**src/pts_pkg.sv**
```systemverilog
// ----------------------------------------------------------------------------
// pts_pkg
// Shared constants and types of the periodic timer scheduler.
// ----------------------------------------------------------------------------
package pts_pkg;

    localparam int SLOTS      = 16;
    localparam int SLOT_W     = (SLOTS > 1) ? $clog2(SLOTS) : 1;
    localparam int MAX_FIRED  = 16;
    localparam int FIRE_CNT_W = $clog2(MAX_FIRED + 1);
    localparam int TIME_W     = 32;

    localparam logic CMD_REGISTER = 1'b0;
    localparam logic CMD_TICK     = 1'b1;

    // table write port: register (period + stamp + activate) or restamp only
    typedef struct packed {
        logic              en;
        logic              set_period;
        logic [SLOT_W-1:0] idx;
        logic [TIME_W-1:0] period;
        logic [TIME_W-1:0] stamp;
    } tbl_wr_t;

    // scan word aligned with the table read data
    typedef struct packed {
        logic              valid;
        logic              tail;
        logic              fired;
        logic [SLOT_W-1:0] idx;
    } scan_q_t;

    // outcome of one scan round
    typedef struct packed {
        logic              done;
        logic              found;
        logic [SLOT_W-1:0] idx;
    } pick_res_t;

endpackage

```
**src/pts_table.sv**
```systemverilog
// ----------------------------------------------------------------------------
// pts_table
// Slot table: period and last-fire memories with registered read, plus
// active flags cleared at reset.
// ----------------------------------------------------------------------------
module pts_table
    import pts_pkg::*;
(
    input  logic              clk,
    input  logic              rst_n,
    input  tbl_wr_t           wr,
    input  logic [SLOT_W-1:0] rd_idx,
    output logic [TIME_W-1:0] rd_period,
    output logic [TIME_W-1:0] rd_last,
    output logic              rd_active
);

    logic [TIME_W-1:0] period_mem [SLOTS];
    logic [TIME_W-1:0] last_mem   [SLOTS];
    logic [SLOTS-1:0]  active_reg;
    logic [TIME_W-1:0] rd_period_reg;
    logic [TIME_W-1:0] rd_last_reg;
    logic              rd_active_reg;

    always_ff @(posedge clk)
    begin
        if (wr.en && wr.set_period)
        begin
            period_mem[wr.idx] <= wr.period;
        end
        rd_period_reg <= period_mem[rd_idx];
    end

    always_ff @(posedge clk)
    begin
        if (wr.en)
        begin
            last_mem[wr.idx] <= wr.stamp;
        end
        rd_last_reg <= last_mem[rd_idx];
    end

    always_ff @(posedge clk or negedge rst_n)
    begin
        if (!rst_n)
        begin
            active_reg    <= '0;
            rd_active_reg <= 1'b0;
        end
        else
        begin
            if (wr.en && wr.set_period)
            begin
                active_reg[wr.idx] <= 1'b1;
            end
            rd_active_reg <= active_reg[rd_idx];
        end
    end

    assign rd_period = rd_period_reg;
    assign rd_last   = rd_last_reg;
    assign rd_active = rd_active_reg;

endmodule

```
**src/pts_pick.sv**
```systemverilog
// ----------------------------------------------------------------------------
// pts_pick
// Due check and running maximum of overdue time over one scan round.
// ----------------------------------------------------------------------------
module pts_pick
    import pts_pkg::*;
(
    input  logic              clk,
    input  logic              rst_n,
    input  logic              start,
    input  logic [TIME_W-1:0] now,
    input  scan_q_t           q,
    input  logic [TIME_W-1:0] period,
    input  logic [TIME_W-1:0] last_fire,
    input  logic              active,
    output pick_res_t         res
);

    logic [TIME_W-1:0] elapsed;
    logic              s_valid_reg;
    logic              s_tail_reg;
    logic              s_due_reg;
    logic [TIME_W-1:0] s_late_reg;
    logic [SLOT_W-1:0] s_idx_reg;
    logic              found_reg;
    logic              done_reg;
    logic [TIME_W-1:0] best_late_reg;
    logic [SLOT_W-1:0] best_idx_reg;
    logic              better;

    assign elapsed = now - last_fire;
    assign better  = s_valid_reg && s_due_reg && (!found_reg || s_late_reg > best_late_reg);

    always_ff @(posedge clk or negedge rst_n)
    begin
        if (!rst_n)
        begin
            s_valid_reg <= 1'b0;
            s_tail_reg  <= 1'b0;
            s_due_reg   <= 1'b0;
            found_reg   <= 1'b0;
            done_reg    <= 1'b0;
        end
        else
        begin
            s_valid_reg <= q.valid;
            s_tail_reg  <= q.valid && q.tail;
            s_due_reg   <= active && !q.fired && (elapsed >= period);
            done_reg    <= s_valid_reg && s_tail_reg;
            if (start)
            begin
                found_reg <= 1'b0;
            end
            else if (better)
            begin
                found_reg <= 1'b1;
            end
        end
    end

    always_ff @(posedge clk)
    begin
        s_late_reg <= elapsed - period;
        s_idx_reg  <= q.idx;
        if (better)
        begin
            best_late_reg <= s_late_reg;
            best_idx_reg  <= s_idx_reg;
        end
    end

    assign res.done  = done_reg;
    assign res.found = found_reg;
    assign res.idx   = best_idx_reg;

endmodule

```
**src/periodic_timer_scheduler_top.sv**
```systemverilog
// ----------------------------------------------------------------------------
// periodic_timer_scheduler_top
// Multi-channel periodic timer: register slots, fire due slots on ticks,
// most overdue first.
//
//   channel  signals                                 word
//   in       in_valid / in_ready                     command slot period_ms now_ms
//   out      out_valid / out_ready                   fired_slot last
//
// A register word is written to the table as it is accepted. A tick word runs one
// scan round per fired slot plus one closing round (a closing word instead once
// MAX_FIRED slots have fired), bound by the single table read port.
// Each round streams all slots through the due check and keeps the maximum.
// Reset clears the active flags; no clearing pass is needed.
// A stalled output holds the round that would emit the next word.
// ----------------------------------------------------------------------------
module periodic_timer_scheduler_top
    import pts_pkg::*;
(
    input  logic                  clk,
    input  logic                  rst_n,
    input  logic                  in_valid,
    output logic                  in_ready,
    input  logic                  command,
    input  logic [3:0]            slot,
    input  logic [TIME_W-1:0]     period_ms,
    input  logic [TIME_W-1:0]     now_ms,
    output logic                  out_valid,
    input  logic                  out_ready,
    output logic [3:0]            fired_slot,
    output logic                  last
);

    typedef enum logic [2:0] {
        ST_IDLE,
        ST_SCAN,
        ST_WAIT,
        ST_EMIT,
        ST_FINAL
    } state_t;

    state_t                state_reg;
    logic [SLOT_W-1:0]     scan_cnt_reg;
    logic [FIRE_CNT_W-1:0] fire_cnt_reg;
    logic [SLOTS-1:0]      fired_reg;
    logic [TIME_W-1:0]     now_reg;
    logic                  pend_reg;
    logic [SLOT_W-1:0]     pend_idx_reg;
    logic                  found_reg;
    logic [SLOT_W-1:0]     best_reg;
    logic                  out_valid_reg;
    logic [3:0]            fired_slot_reg;
    logic                  last_reg;
    scan_q_t               q_reg;

    tbl_wr_t               tbl_wr;
    pick_res_t             pick;
    logic [TIME_W-1:0]     rd_period;
    logic [TIME_W-1:0]     rd_last;
    logic                  rd_active;
    logic                  in_acc;
    logic                  out_free;
    logic                  emit_go;
    logic                  push;
    logic                  slot_ok;

    assign in_ready = (state_reg == ST_IDLE);
    assign in_acc   = in_valid && in_ready;
    assign out_free = !out_valid_reg || out_ready;
    assign emit_go  = (state_reg == ST_EMIT) && (!pend_reg || out_free);
    assign push     = (emit_go && pend_reg) || ((state_reg == ST_FINAL) && out_free);
    assign slot_ok  = ({28'd0, slot} < 32'(SLOTS));

    always_comb
    begin
        tbl_wr            = '0;
        tbl_wr.period     = period_ms;
        tbl_wr.stamp      = now_ms;
        tbl_wr.idx        = SLOT_W'(slot);
        if (in_acc && command == CMD_REGISTER && slot_ok)
        begin
            tbl_wr.en         = 1'b1;
            tbl_wr.set_period = 1'b1;
        end
        else if (emit_go && found_reg)
        begin
            tbl_wr.en    = 1'b1;
            tbl_wr.idx   = best_reg;
            tbl_wr.stamp = now_reg;
        end
    end

    pts_table u_table (
        .clk       (clk),
        .rst_n     (rst_n),
        .wr        (tbl_wr),
        .rd_idx    (scan_cnt_reg),
        .rd_period (rd_period),
        .rd_last   (rd_last),
        .rd_active (rd_active)
    );

    pts_pick u_pick (
        .clk       (clk),
        .rst_n     (rst_n),
        .start     ((state_reg == ST_SCAN) && (scan_cnt_reg == '0)),
        .now       (now_reg),
        .q         (q_reg),
        .period    (rd_period),
        .last_fire (rd_last),
        .active    (rd_active),
        .res       (pick)
    );

    always_ff @(posedge clk or negedge rst_n)
    begin
        if (!rst_n)
        begin
            state_reg     <= ST_IDLE;
            scan_cnt_reg  <= '0;
            fire_cnt_reg  <= '0;
            fired_reg     <= '0;
            pend_reg      <= 1'b0;
            found_reg     <= 1'b0;
            out_valid_reg <= 1'b0;
            q_reg         <= '0;
        end
        else
        begin
            q_reg.valid <= (state_reg == ST_SCAN);
            q_reg.tail  <= (scan_cnt_reg == SLOT_W'(SLOTS - 1));
            q_reg.fired <= fired_reg[scan_cnt_reg];
            q_reg.idx   <= scan_cnt_reg;

            if (push)
            begin
                out_valid_reg <= 1'b1;
            end
            else if (out_ready)
            begin
                out_valid_reg <= 1'b0;
            end

            unique case (state_reg)
                ST_IDLE:
                begin
                    if (in_acc && command == CMD_TICK)
                    begin
                        fired_reg    <= '0;
                        fire_cnt_reg <= '0;
                        pend_reg     <= 1'b0;
                        scan_cnt_reg <= '0;
                        state_reg    <= ST_SCAN;
                    end
                end
                ST_SCAN:
                begin
                    if (scan_cnt_reg == SLOT_W'(SLOTS - 1))
                    begin
                        scan_cnt_reg <= '0;
                        state_reg    <= ST_WAIT;
                    end
                    else
                    begin
                        scan_cnt_reg <= scan_cnt_reg + 1'b1;
                    end
                end
                ST_WAIT:
                begin
                    if (pick.done)
                    begin
                        found_reg <= pick.found;
                        state_reg <= ST_EMIT;
                    end
                end
                ST_EMIT:
                begin
                    if (emit_go)
                    begin
                        if (found_reg)
                        begin
                            fired_reg[best_reg] <= 1'b1;
                            fire_cnt_reg        <= fire_cnt_reg + 1'b1;
                            pend_reg            <= 1'b1;
                            if (fire_cnt_reg == FIRE_CNT_W'(MAX_FIRED - 1))
                            begin
                                state_reg <= ST_FINAL;
                            end
                            else
                            begin
                                state_reg <= ST_SCAN;
                            end
                        end
                        else
                        begin
                            pend_reg  <= 1'b0;
                            state_reg <= ST_IDLE;
                        end
                    end
                end
                ST_FINAL:
                begin
                    if (out_free)
                    begin
                        pend_reg  <= 1'b0;
                        state_reg <= ST_IDLE;
                    end
                end
                default:
                begin
                    state_reg <= ST_IDLE;
                end
            endcase
        end
    end

    always_ff @(posedge clk)
    begin
        if (in_acc && command == CMD_TICK)
        begin
            now_reg <= now_ms;
        end
        if ((state_reg == ST_WAIT) && pick.done)
        begin
            best_reg <= pick.idx;
        end
        if (emit_go && found_reg)
        begin
            pend_idx_reg <= best_reg;
        end
        if (push)
        begin
            fired_slot_reg <= 4'(pend_idx_reg);
            last_reg       <= (state_reg == ST_FINAL) || !found_reg;
        end
    end

    assign out_valid  = out_valid_reg;
    assign fired_slot = fired_slot_reg;
    assign last       = last_reg;

    a_done_in_wait: assert property (@(posedge clk) disable iff (!rst_n)
        pick.done |-> (state_reg == ST_WAIT))
        else $error("scan round finished outside wait state");

    a_no_refire: assert property (@(posedge clk) disable iff (!rst_n)
        (pick.done && pick.found) |-> !fired_reg[pick.idx])
        else $error("slot picked twice in one tick");

    a_push_free: assert property (@(posedge clk) disable iff (!rst_n)
        push |-> out_free)
        else $error("output word overwritten");

    a_no_input_busy: assert property (@(posedge clk) disable iff (!rst_n)
        (state_reg != ST_IDLE) |-> !in_ready)
        else $error("input accepted during tick");

    a_stamp_fired: assert property (@(posedge clk) disable iff (!rst_n)
        (tbl_wr.en && !tbl_wr.set_period) |=> fired_reg[$past(best_reg)])
        else $error("restamp of slot not marked fired");

endmodule

```
**config.mk**
```make
export PLATFORM = sky130hd
export DESIGN_NAME = periodic_timer_scheduler_top
export DESIGN_NICKNAME = d
export VERILOG_FILES = /design/src/pts_pkg.sv /design/src/pts_table.sv /design/src/pts_pick.sv /design/src/periodic_timer_scheduler_top.sv
export SDC_FILE = /design/constraint.sdc
export NUM_CORES = 1
export LEC_CHECK = 0
export BUFFER_PORTS_ARGS = -buffer_cell sky130_fd_sc_hd__buf_2
export CORE_UTILIZATION = 60
export DETAILED_ROUTE_END_ITERATION = 10
export PLACE_DENSITY = 0.75
export SYNTH_ARGS = -nofsm -noshare
export SYNTH_HDL_FRONTEND = slang
export SYNTH_SLANG_ARGS = --single-unit
```
**constraint.sdc**
```tcl
create_clock -name clk -period 5.72 [get_ports clk]
set_input_delay 1.144 -clock clk [delete_from_list [all_inputs] [get_ports clk]]
set_output_delay 1.144 -clock clk [all_outputs]
set_load 0.05 [all_outputs]
```
==> After elaboration in Yosys (flattened, before gate mapping) <==
Memory sizes are Yosys's and may differ from the RTL's. A register that Yosys moved wholly into a read port is not among the register bits.
Cells that the tools add are included.
{ "word_totals": {"ramBits": 1024, "mem_count": 2, "regBits": 177, "output_inout_bits": 7, "inputBits": 73, "word_cells": 142} }
{ "classes": {"bitwise": 3, "muxes": 47, "eq_ne": 12, "n_reduce_logical": 40, "addsub": 4, "magnitude_cmp": 7} }
{ "memory_table": {"columns": ["name", "words", "width", "rd", "rd_clocked_by_memory_dff", "wr", "line", "source"], "rows": [
  ["u_table.last_mem", 16, 32, 1, 1, 1, "pts_table.sv:19", "logic [TIME_W-1:0] last_mem [SLOTS];"],
  ["u_table.period_mem", 16, 32, 1, 1, 1, "pts_table.sv:18", "logic [TIME_W-1:0] period_mem [SLOTS];"]
]} }
{ "op_table": {"columns": ["operator", "count"], "rows": [
  ["32-bit 2-to-1 mux", 2],
  ["32-bit subtractor", 2],
  ["16-bit 2-to-1 mux", 3],
  ["32-bit >= comparator", 1],
  ["32-bit greater-than comparator", 1],
  ["16-bit bitwise OR", 2],
  ["16-bit case mux with 2 select lines", 1],
  ["3-bit 2-to-1 mux", 7],
  ["1-bit 2-to-1 mux", 19],
  ["1-bit logical AND", 18],
  ["4-bit 2-to-1 mux", 4],
  ["4-bit by 5-bit < comparator with 1-bit output (second input constant)", 3],
  ["5-bit 2-to-1 mux", 3],
  ["3-bit case mux with 5 select lines", 1],
  ["5-bit case mux with 2 select lines", 1],
  ["1-bit binary-select mux with 4-bit select", 2],
  ["1-bit demux with 4-bit select", 2],
  ["4-bit by 1-bit >= comparator with 1-bit output (second input constant)", 2],
  ["4-bit case mux with 2 select lines", 1],
  ["4-bit AND reduction", 2],
  ["2-bit nonzero test", 4],
  ["3-bit by 2-bit equality test with 1-bit output (second input constant)", 2],
  ["2-bit by 1-bit inequality test with 1-bit output (second input constant)", 3],
  ["2-bit inequality test (second input constant)", 3],
  ["other kinds (15)", 24]
]} }

==> Longest topological paths before layout <==
Gate-level depths: netlist (run 1).
{ "logic_depth": {"depth_word": 12, "depth_mapped": 20, "mapped_depth_nobuf": 19} }

==> Modules after synthesis <==
Synthesis (run 1) repeated with hierarchy kept, for this count alone.
{ "unflattened": {"cells_unflattened": 2793, "area_unflattened_um2": 50505.9} }
{ "by_module_without_submodules": {"columns": ["module", "seq_area_each_um2", "n_inst", "area_per_inst_um2", "cells_each"], "rows": [
  ["pts_table", 32456.1, 1, 40376.2, 1713],
  ["pts_pick", 1926.8, 1, 6502.5, 740],
  ["periodic_timer_scheduler_top", 2302.2, 1, 3627.2, 340]
]} }

==> Least setup slack after synthesis (run 1) <==
OpenSTA, ideal clock, no wires.
{ "synth_timing": {"kind": "register -> register", "from": "register now_reg[0]", "to": "register u_pick.s_late_reg[31]", "t_required_ns": 5.657, "path_buffers": 1, "slack_ns": 1.613, "stages_incl_launch_ff": 21, "synth_period_minus_slack_ns": 4.107, "setup_time_ns": 0.063, "arrival_time_ns": 4.044, "cell_sequence": "edfxtp_1 > inv_1 > ha_1 > inv_1 > fa_1 > a211oi_1 > o211ai_1 > a31oi_2 > o211ai_1 > a21o_1 > a21oi_1 > xnor2_1 > ha_1 > buf_6 > and4_1 > and3_1 > o2bb2ai_1 > o31ai_2 > a21oi_4 > or3_1 > nand3b_1"} }
{ "synth_via": {"elab_chain_cells": 2} }
{ "synth_lines": {"columns": ["element", "line", "source"], "rows": [
  ["start, declared", "periodic_timer_scheduler_top.sv:46", "logic [TIME_W-1:0] now_reg;"],
  ["start signal, assigned", "periodic_timer_scheduler_top.sv:221", "now_reg <= now_ms;"],
  ["32-bit subtractor", "pts_pick.sv:31", "assign elapsed = now - last_fire;"],
  ["32-bit subtractor", "pts_pick.sv:63", "s_late_reg <= elapsed - period;"],
  ["end signal, assigned", "pts_pick.sv:63", null],
  ["end, declared", "pts_pick.sv:23", "logic [TIME_W-1:0] s_late_reg;"]
]} }
No other way between the ends.
A chain may end at the register's enable or synchronous reset.

==> Worst setup path in the final report (run 1) <==
Ends and elaborated chain as after synthesis.

==> results of run 1 <==
## worst min path at each step
stage | start | to | slack (ns) | cells after the start
floorplan | q_reg[0]$_DFF_PN0_ | u_pick.s_idx_reg[0]$_DFF_P_ | 0.32 | 0
global placement | q_reg[3]$_DFF_PN0_ | u_pick.s_idx_reg[3]$_DFF_P_ | 0.33 | 0
detailed placement | q_reg[0]$_DFF_PN0_ | u_pick.s_idx_reg[0]$_DFF_P_ | 0.33 | 0
CTS | q_reg[0]$_DFF_PN0_ | u_pick.s_idx_reg[0]$_DFF_P_ | 0.34 | 0
global route | q_reg[0]$_DFF_PN0_ | u_pick.s_idx_reg[0]$_DFF_P_ | 0.34 | 0
finish | q_reg[0]$_DFF_PN0_ | u_pick.s_idx_reg[0]$_DFF_P_ | 0.34 | 0
## cell usage in the layout (no fill, tap or decap), types with 5 or more instances in the layout
cell type and instances:
a31oi_1 11, nand3_1 19, xnor2_1 38, dfxtp_1 100
clkbuf_8 18, nor3_1 8, nand2b_1 14, buf_4 47
o21bai_1 8, o211ai_1 9, and3_1 13, clkbuf_16 119
clkinvlp_4 6, buf_12 7, mux4_2 330, edfxtp_1 1105
nor2_1 75, nand2_1 143, ha_1 99, or2_1 18
o31ai_1 5, a21o_1 39, nor2_4 32, o21ai_1 10
bufinv_16 16, buf_2 79, o21a_1 7, a21oi_1 75
inv_1 123, or3_1 7, clkinv_2 20, o21ai_0 40
dfrtp_1 56, clkinv_1 7, xor2_1 13, nor2b_1 13
clkbuf_1 31, nor4_1 6, nand4_1 16
## cell families after synthesis
kind of cell	Yosys count	share of synthesized area [%]
flops	1265	72.7
simple gates	391	3.65
mux	334	14.8
compound gates	271	3.63
buf+inv	229	1.81
fa+ha+maj	101	2.53
xor+xnor	51	0.885
## per-layer routing
layer / global-route usage (%) / part of all wire (%) / vias up
met1: 38.8 / 41 / 13272
met5: 0 / 0.0098 / -
li1: - / - / 10886
met4: 9.09 / 2.7 / 2
met2: 42.4 / 48 / 1152
met3: 4.48 / 7.7 / 162
## power breakdown
group | internal, W | switching (W)
sequential | 0.0100 | 0.0000000000000000000115
combinational | 0.0000248 | 0.000132
clock | 0.00482 | 0.00337
total | 0.0149 | 0.00350
## per-stage QoR
| step | power (W) | hold WS [ns] | cells |
|---|---|---|---|
| 2_1_floorplan | 0.0103 | 0.324 | 2642 |
| 3_3_place_gp | 0.0104 | 0.325 | 3751 |
| 3_5_place_dp | 0.0104 | 0.330 | 3751 |
| 4_1_cts | 0.0185 | 0.341 | 3978 |
| 5_1_grt | 0.0188 | 0.344 | 3982 |
| 6_report | 0.0184 | 0.338 | 3982 |
## area by class of cell
class	count	area (um2)	share of cell area [%]
clock buffer	168	3340	5.89
inverter	125	469	0.827
sequential	1265	36700	64.7
timing repair buffer	133	888	1.57
tap	1080	1350	2.38
multi-input combinational	1148	13100	23.2
antenna	4	10.0	0.0176
clock inverter	59	823	1.45
## worst reg2reg max path: cells and delay by family (launching register included)
kind,cells,cell delay [ns]
compound gates,9,2.18
simple gates,4,0.89
xor+xnor,1,0.14
buf+inv,2,0.15
fa+ha+maj,3,0.96
flops,1,0.36
==> impl_metrics.ini, run 1 <==
[critical_path]
path_max_fanout = 10
path_delay_family = compound AO/OA/AOI/OAI gates
end_kind = register
path_class = reg2reg
r2r_setup_slack_ns = 0.99
crit_chain = inv_1, ha_1, inv_1, fa_1, a211oi_1, o211ai_1, a31oi_2, o211ai_1, a21o_1, a21oi_1, xnor2_1, ha_1, and4_1, and3_1, o2bb2ai_1, o31ai_2, a21oi_4, or3_1, nand3b_1
max_stage_delay_ns = 0.46
path_buf_inv = 2
arrival_ns = 5.37
crit_required_ns = 6.36
cp-start-kind = register
rr_endpoint = u_pick.s_late_reg[31]$_DFF_P_
reg2reg_depth = 19
endpoint = u_pick.s_late_reg[31]$_DFF_P_
crit_start = now_reg[0]$_DFFE_PP_
crit_cells = 19
crit-reg2reg-launch = now_reg[0]$_DFFE_PP_
worst_path_max_delay_cell = o31ai_2

[cells_and_area]
reg_top3 = u_table.last_mem: 512 flops, u_table.period_mem: 512 flops
syn_to_final_growth_pct = 12.4
fillerInstances = 5081
drive_gt1_share_pct = 25.1
final_util_pct = 68.0
nets = 2966
stdcell_area_um2 = 56700

[clock_tree]
clk_pin_slew_ns = 0.07
postCtsHoldBufs = 0
h-tree-depth = 3
numCtsBuffers = 119
post-cts-setup-buffers = 0
cts_buffer_depth = 3
clkSinkCount = 1265
cts_resized = 0
clkLatencyLatePin_ns = 0.71
root_buffer = clkbuf_16
cts_tree = yes

[timing]
setup_viol = 0
finClkSkew_ns = 0.0368
worst_slack_ns = 0.991
fmax_mhz = 211
maxSlewHeadroom_pct = 19.7
fin_crit_ns = 4.73
finalSetupTns_ns = 0
grt_setup_unrepaired = no
worst_slew_pin_slew_ns = 1.20
hold_violations = 0
finalMaxSlewViolations = 0
fin_crit_sh_pct = 82.7

[synthesis]
netlist_area_um2 = 50500
yosysSeqAreaShare_pct = 72.7
syn_nets = 2816
synth_area_leaders = edfxtp_1 (66%), mux4_2 (15%), dfxtp_1 (4.0%)
synth_edf_count = 1105
synth_warnings = 0
synth_top_area_share_pct = 65.7
async_flop_share_pct = 4.74
synth.distinct_cells = 83
ys.flop_type = edfxtp_1
ys_top_cells_by_count = edfxtp_1 (1,105), mux4_2 (330), nand2_1 (143)
syn_inst = 2642
yosysMostFrequentCell = edfxtp_1
ys_seq_elements = 1265
syn_avg_cell_area_um2 = 19.1
yosysTopAreaCell = edfxtp_1

[placed_design]
gp_congestion = 0.859
placed_area_um2 = 52500
hpwl_mm = 65.6
portBuffers = 79
preCtsSetupSlack_ns = 1.07

[routing]
firstDrtPassIters = 6
wire_per_inst_um = 28.2
vias = 25474
drc = 0
viasPerCell = 6.40
ant_nets = 0
drtIter0Drc = 2692
wl_mm = 112

[job]
max-cap-violations = 0

[floorplanning]
die_y_um = 292
die_w_um = 292
coreArea_um2 = 83400
row_count = 106
start_util_pct = 60.5
dieArea_um2 = 85300
boundaryPins = 80

[global_route]
grt_first_pass_wirelength_mm = 166
antenna_found_initial = 7
grt_overflow_total = 0
grt_max_degree = 107
grt_pass1_vias = 26145
grt_usage_pct = 26.9

[pwr]
cellPowerDensity_nw_per_um2 = 324
p_leak_nw = 20.1
vdd_drop_max_mv = 0.248

[status]
status = complete, no violations

[hold_path]
hold_path.class = reg2reg
(Power assumes the default switching activity.)
==> run 2, diff against run 1 <==
==> constraint.sdc (replaced) <==
create_clock -name clk -period 4.7 [get_ports clk]
set_input_delay 0.94 -clock clk [delete_from_list [all_inputs] [get_ports clk]]
set_output_delay 0.94 -clock clk [all_outputs]
set_load 0.05 [all_outputs]
==> run 2 against run 1 <==
Against the previous run:
- sequential share of layout area shrank 0.21 points
- critical path depth down 1
- first-iteration DRC count increased by 3.7%
- sequential cell count stayed put
- via count rose by 0.37%
==> impl_metrics.ini, run 2 (synthesis gave the netlist of run 1 again) <==
[clock_tree]
h-tree-depth = 3
numCtsBuffers = 119
clkLatencyLatePin_ns = 0.71
clk_pin_slew_ns = 0.06
postCtsHoldBufs = 0
clkSinkCount = 1265
root_buffer = clkbuf_16
cts_tree = yes
cts_buffer_depth = 3

[cells_and_area]
nets = 2975
final_common_cell = edfxtp_1
reg_top3 = u_table.last_mem: 512 flops, u_table.period_mem: 512 flops
stdcell_area_um2 = 56900
instances_no_fill = 3991
mostFrequentLayoutCells = edfxtp_1 (1,105), mux4_2 (330), nand2_1 (143)
syn_to_final_growth_pct = 12.7
drive_gt1_share_pct = 25.3

[routing]
wire_per_inst_um = 28.9
vias = 25569
wl_mm = 115
ant_nets = 0
drc = 0
drtIter0Drc = 2792
firstDrtPassIters = 5
viasPerCell = 6.41

[floorplanning]
die_y_um = 292
row_count = 106
dieArea_um2 = 85300
coreArea_um2 = 83400
die_w_um = 292
boundaryPins = 80
start_util_pct = 60.5

[global_route]
grt_overflow_total = 0
grt_pass1_vias = 26035
antenna_found_initial = 6
grt_first_pass_wirelength_mm = 170
grt_usage_pct = 27.6
grt_max_degree = 62

[critical_path]
rr_endpoint = u_pick.s_late_reg[31]$_DFF_P_
reg2reg_depth = 18
end_kind = register
arrival_ns = 5.09
crit_chain = inv_1, ha_1, inv_1, fa_2, a211oi_2, o211ai_1, a31oi_2, o211a_2, o21ai_2, a22oi_1, mux2i_1, ha_1, a21o_1, nand2_1, or2b_2, or2b_2, or3_1, nand3b_1
crit-reg2reg-launch = now_reg[0]$_DFFE_PP_
worst_path_max_delay_cell = fa_2
crit_required_ns = 5.36
r2r_setup_slack_ns = 0.26
path_class = reg2reg
path_max_fanout = 4
cp-start-kind = register
crit_start = now_reg[0]$_DFFE_PP_
max_stage_delay_ns = 0.38

[timing]
setup_viol = 0
grt_setup_unrepaired = no
finClkSkew_ns = 0.0297
fmax_mhz = 225
worst_slew_pin_slew_ns = 1.28
fin_hold_ws_ns = 0.200
finalSetupTns_ns = 0
worst_slack_ns = 0.265
fin_crit_sh_pct = 94.4
finalMaxSlewViolations = 0
fin_crit_ns = 4.44
hold_violations = 0
maxSlewHeadroom_pct = 14.5

[placed_design]
hpwl_mm = 64.7
portBuffers = 79
placed_area_um2 = 52700
preCtsSetupSlack_ns = 0.0521
gp_congestion = 0.893
place_inst = 3758

[pwr]
vdd_drop_max_mv = 0.335
p_leak_nw = 20.2
cellPowerDensity_nw_per_um2 = 395

[job]
max-cap-violations = 0

[hold_path]
hold_path.class = in2async

[status]
status = complete, no violations
[run 2: changes by cell type in the layout (fill, tap and decap cells not counted), moves of 4 or more]
cell | previous run | this run
clkbuf_1 | 31 | 27
clkinvlp_4 | 6 | 2
buf_12 | 7 | 15
clkinv_1 | 7 | 12
[run 2: what timing repair did]
action,CTS,global route
endpoints found under the hold margin,0,0
gates resized for setup,0,2
endpoints found under the setup margin,0,7
buffers inserted,0,2
[run 2: area by class of cell]
| cell class | instances | area [um2] |
|---|---|---|
| Clock buffer | 168 | 3400 |
| Fill cell | 5151 | 26500 |
| Antenna cell | 3 | 7.51 |
| Timing Repair Buffer | 142 | 1060 |
| Inverter | 125 | 469 |
| Multi-Input combinational cell | 1148 | 13100 |
| Clock inverter | 60 | 776 |
| Tap cell | 1080 | 1350 |
| Sequential cell | 1265 | 36700 |
[run 2: layer usage]
| metal | track usage, % | vias to the layer above | routed length, um |
|---|---|---|---|
| met5 | 0 | - | 27 |
| met4 | 8.37 | 4 | 2750 |
| met3 | 5.21 | 163 | 9100 |
| met2 | 44.7 | 1192 | 57500 |
| met1 | 38.8 | 13306 | 46000 |
| li1 | - | 10904 | - |
[run 2: stage by stage]
stage	total power, W	util, %
floorplan	0.0125	-
global placement	0.0126	63.2
detailed placement	0.0126	63.2
CTS	0.0226	68.2
global route	0.0230	68.2
finish	0.0225	68.2
[run 2: critical path, delay by kind of cell, from the launching register on]
| kind | cells | cell delay [ns] |
|---|---|---|
| adder cells (fa/ha/maj) | 3 | 0.89 |
| flip-flops | 1 | 0.36 |
| multiplexers | 1 | 0.35 |
| AND/OR/NAND/NOR | 5 | 1.09 |
| AO/OA/AOI/OAI | 7 | 1.54 |
| buffers and inverters | 2 | 0.15 |
[run 2: worst max-delay path by stage]
stage / end / slack [ns] / cells past startpoint
final: u_pick.s_late_reg[31]$_DFF_P_ / 0.26 / 18
after global routing: u_pick.s_late_reg[31]$_DFF_P_ / 0.001 / 21
after CTS: u_pick.s_late_reg[31]$_DFF_P_ / 0.04 / 18
after detailed placement: u_pick.s_late_reg[31]$_DFF_P_ / 0.05 / 18
after global placement: u_pick.s_late_reg[31]$_DFF_P_ / 0.18 / 18
after floorplan: u_pick.s_late_reg[31]$_DFF_P_ / 0.59 / 20
[run 2: where the power goes]
part | switching (W) | internal [W]
Clock | 0.00413 | 0.00594
Sequential | 0.0000000000000000000134 | 0.0122
Combinational | 0.000161 | 0.0000302
Total | 0.00429 | 0.0182
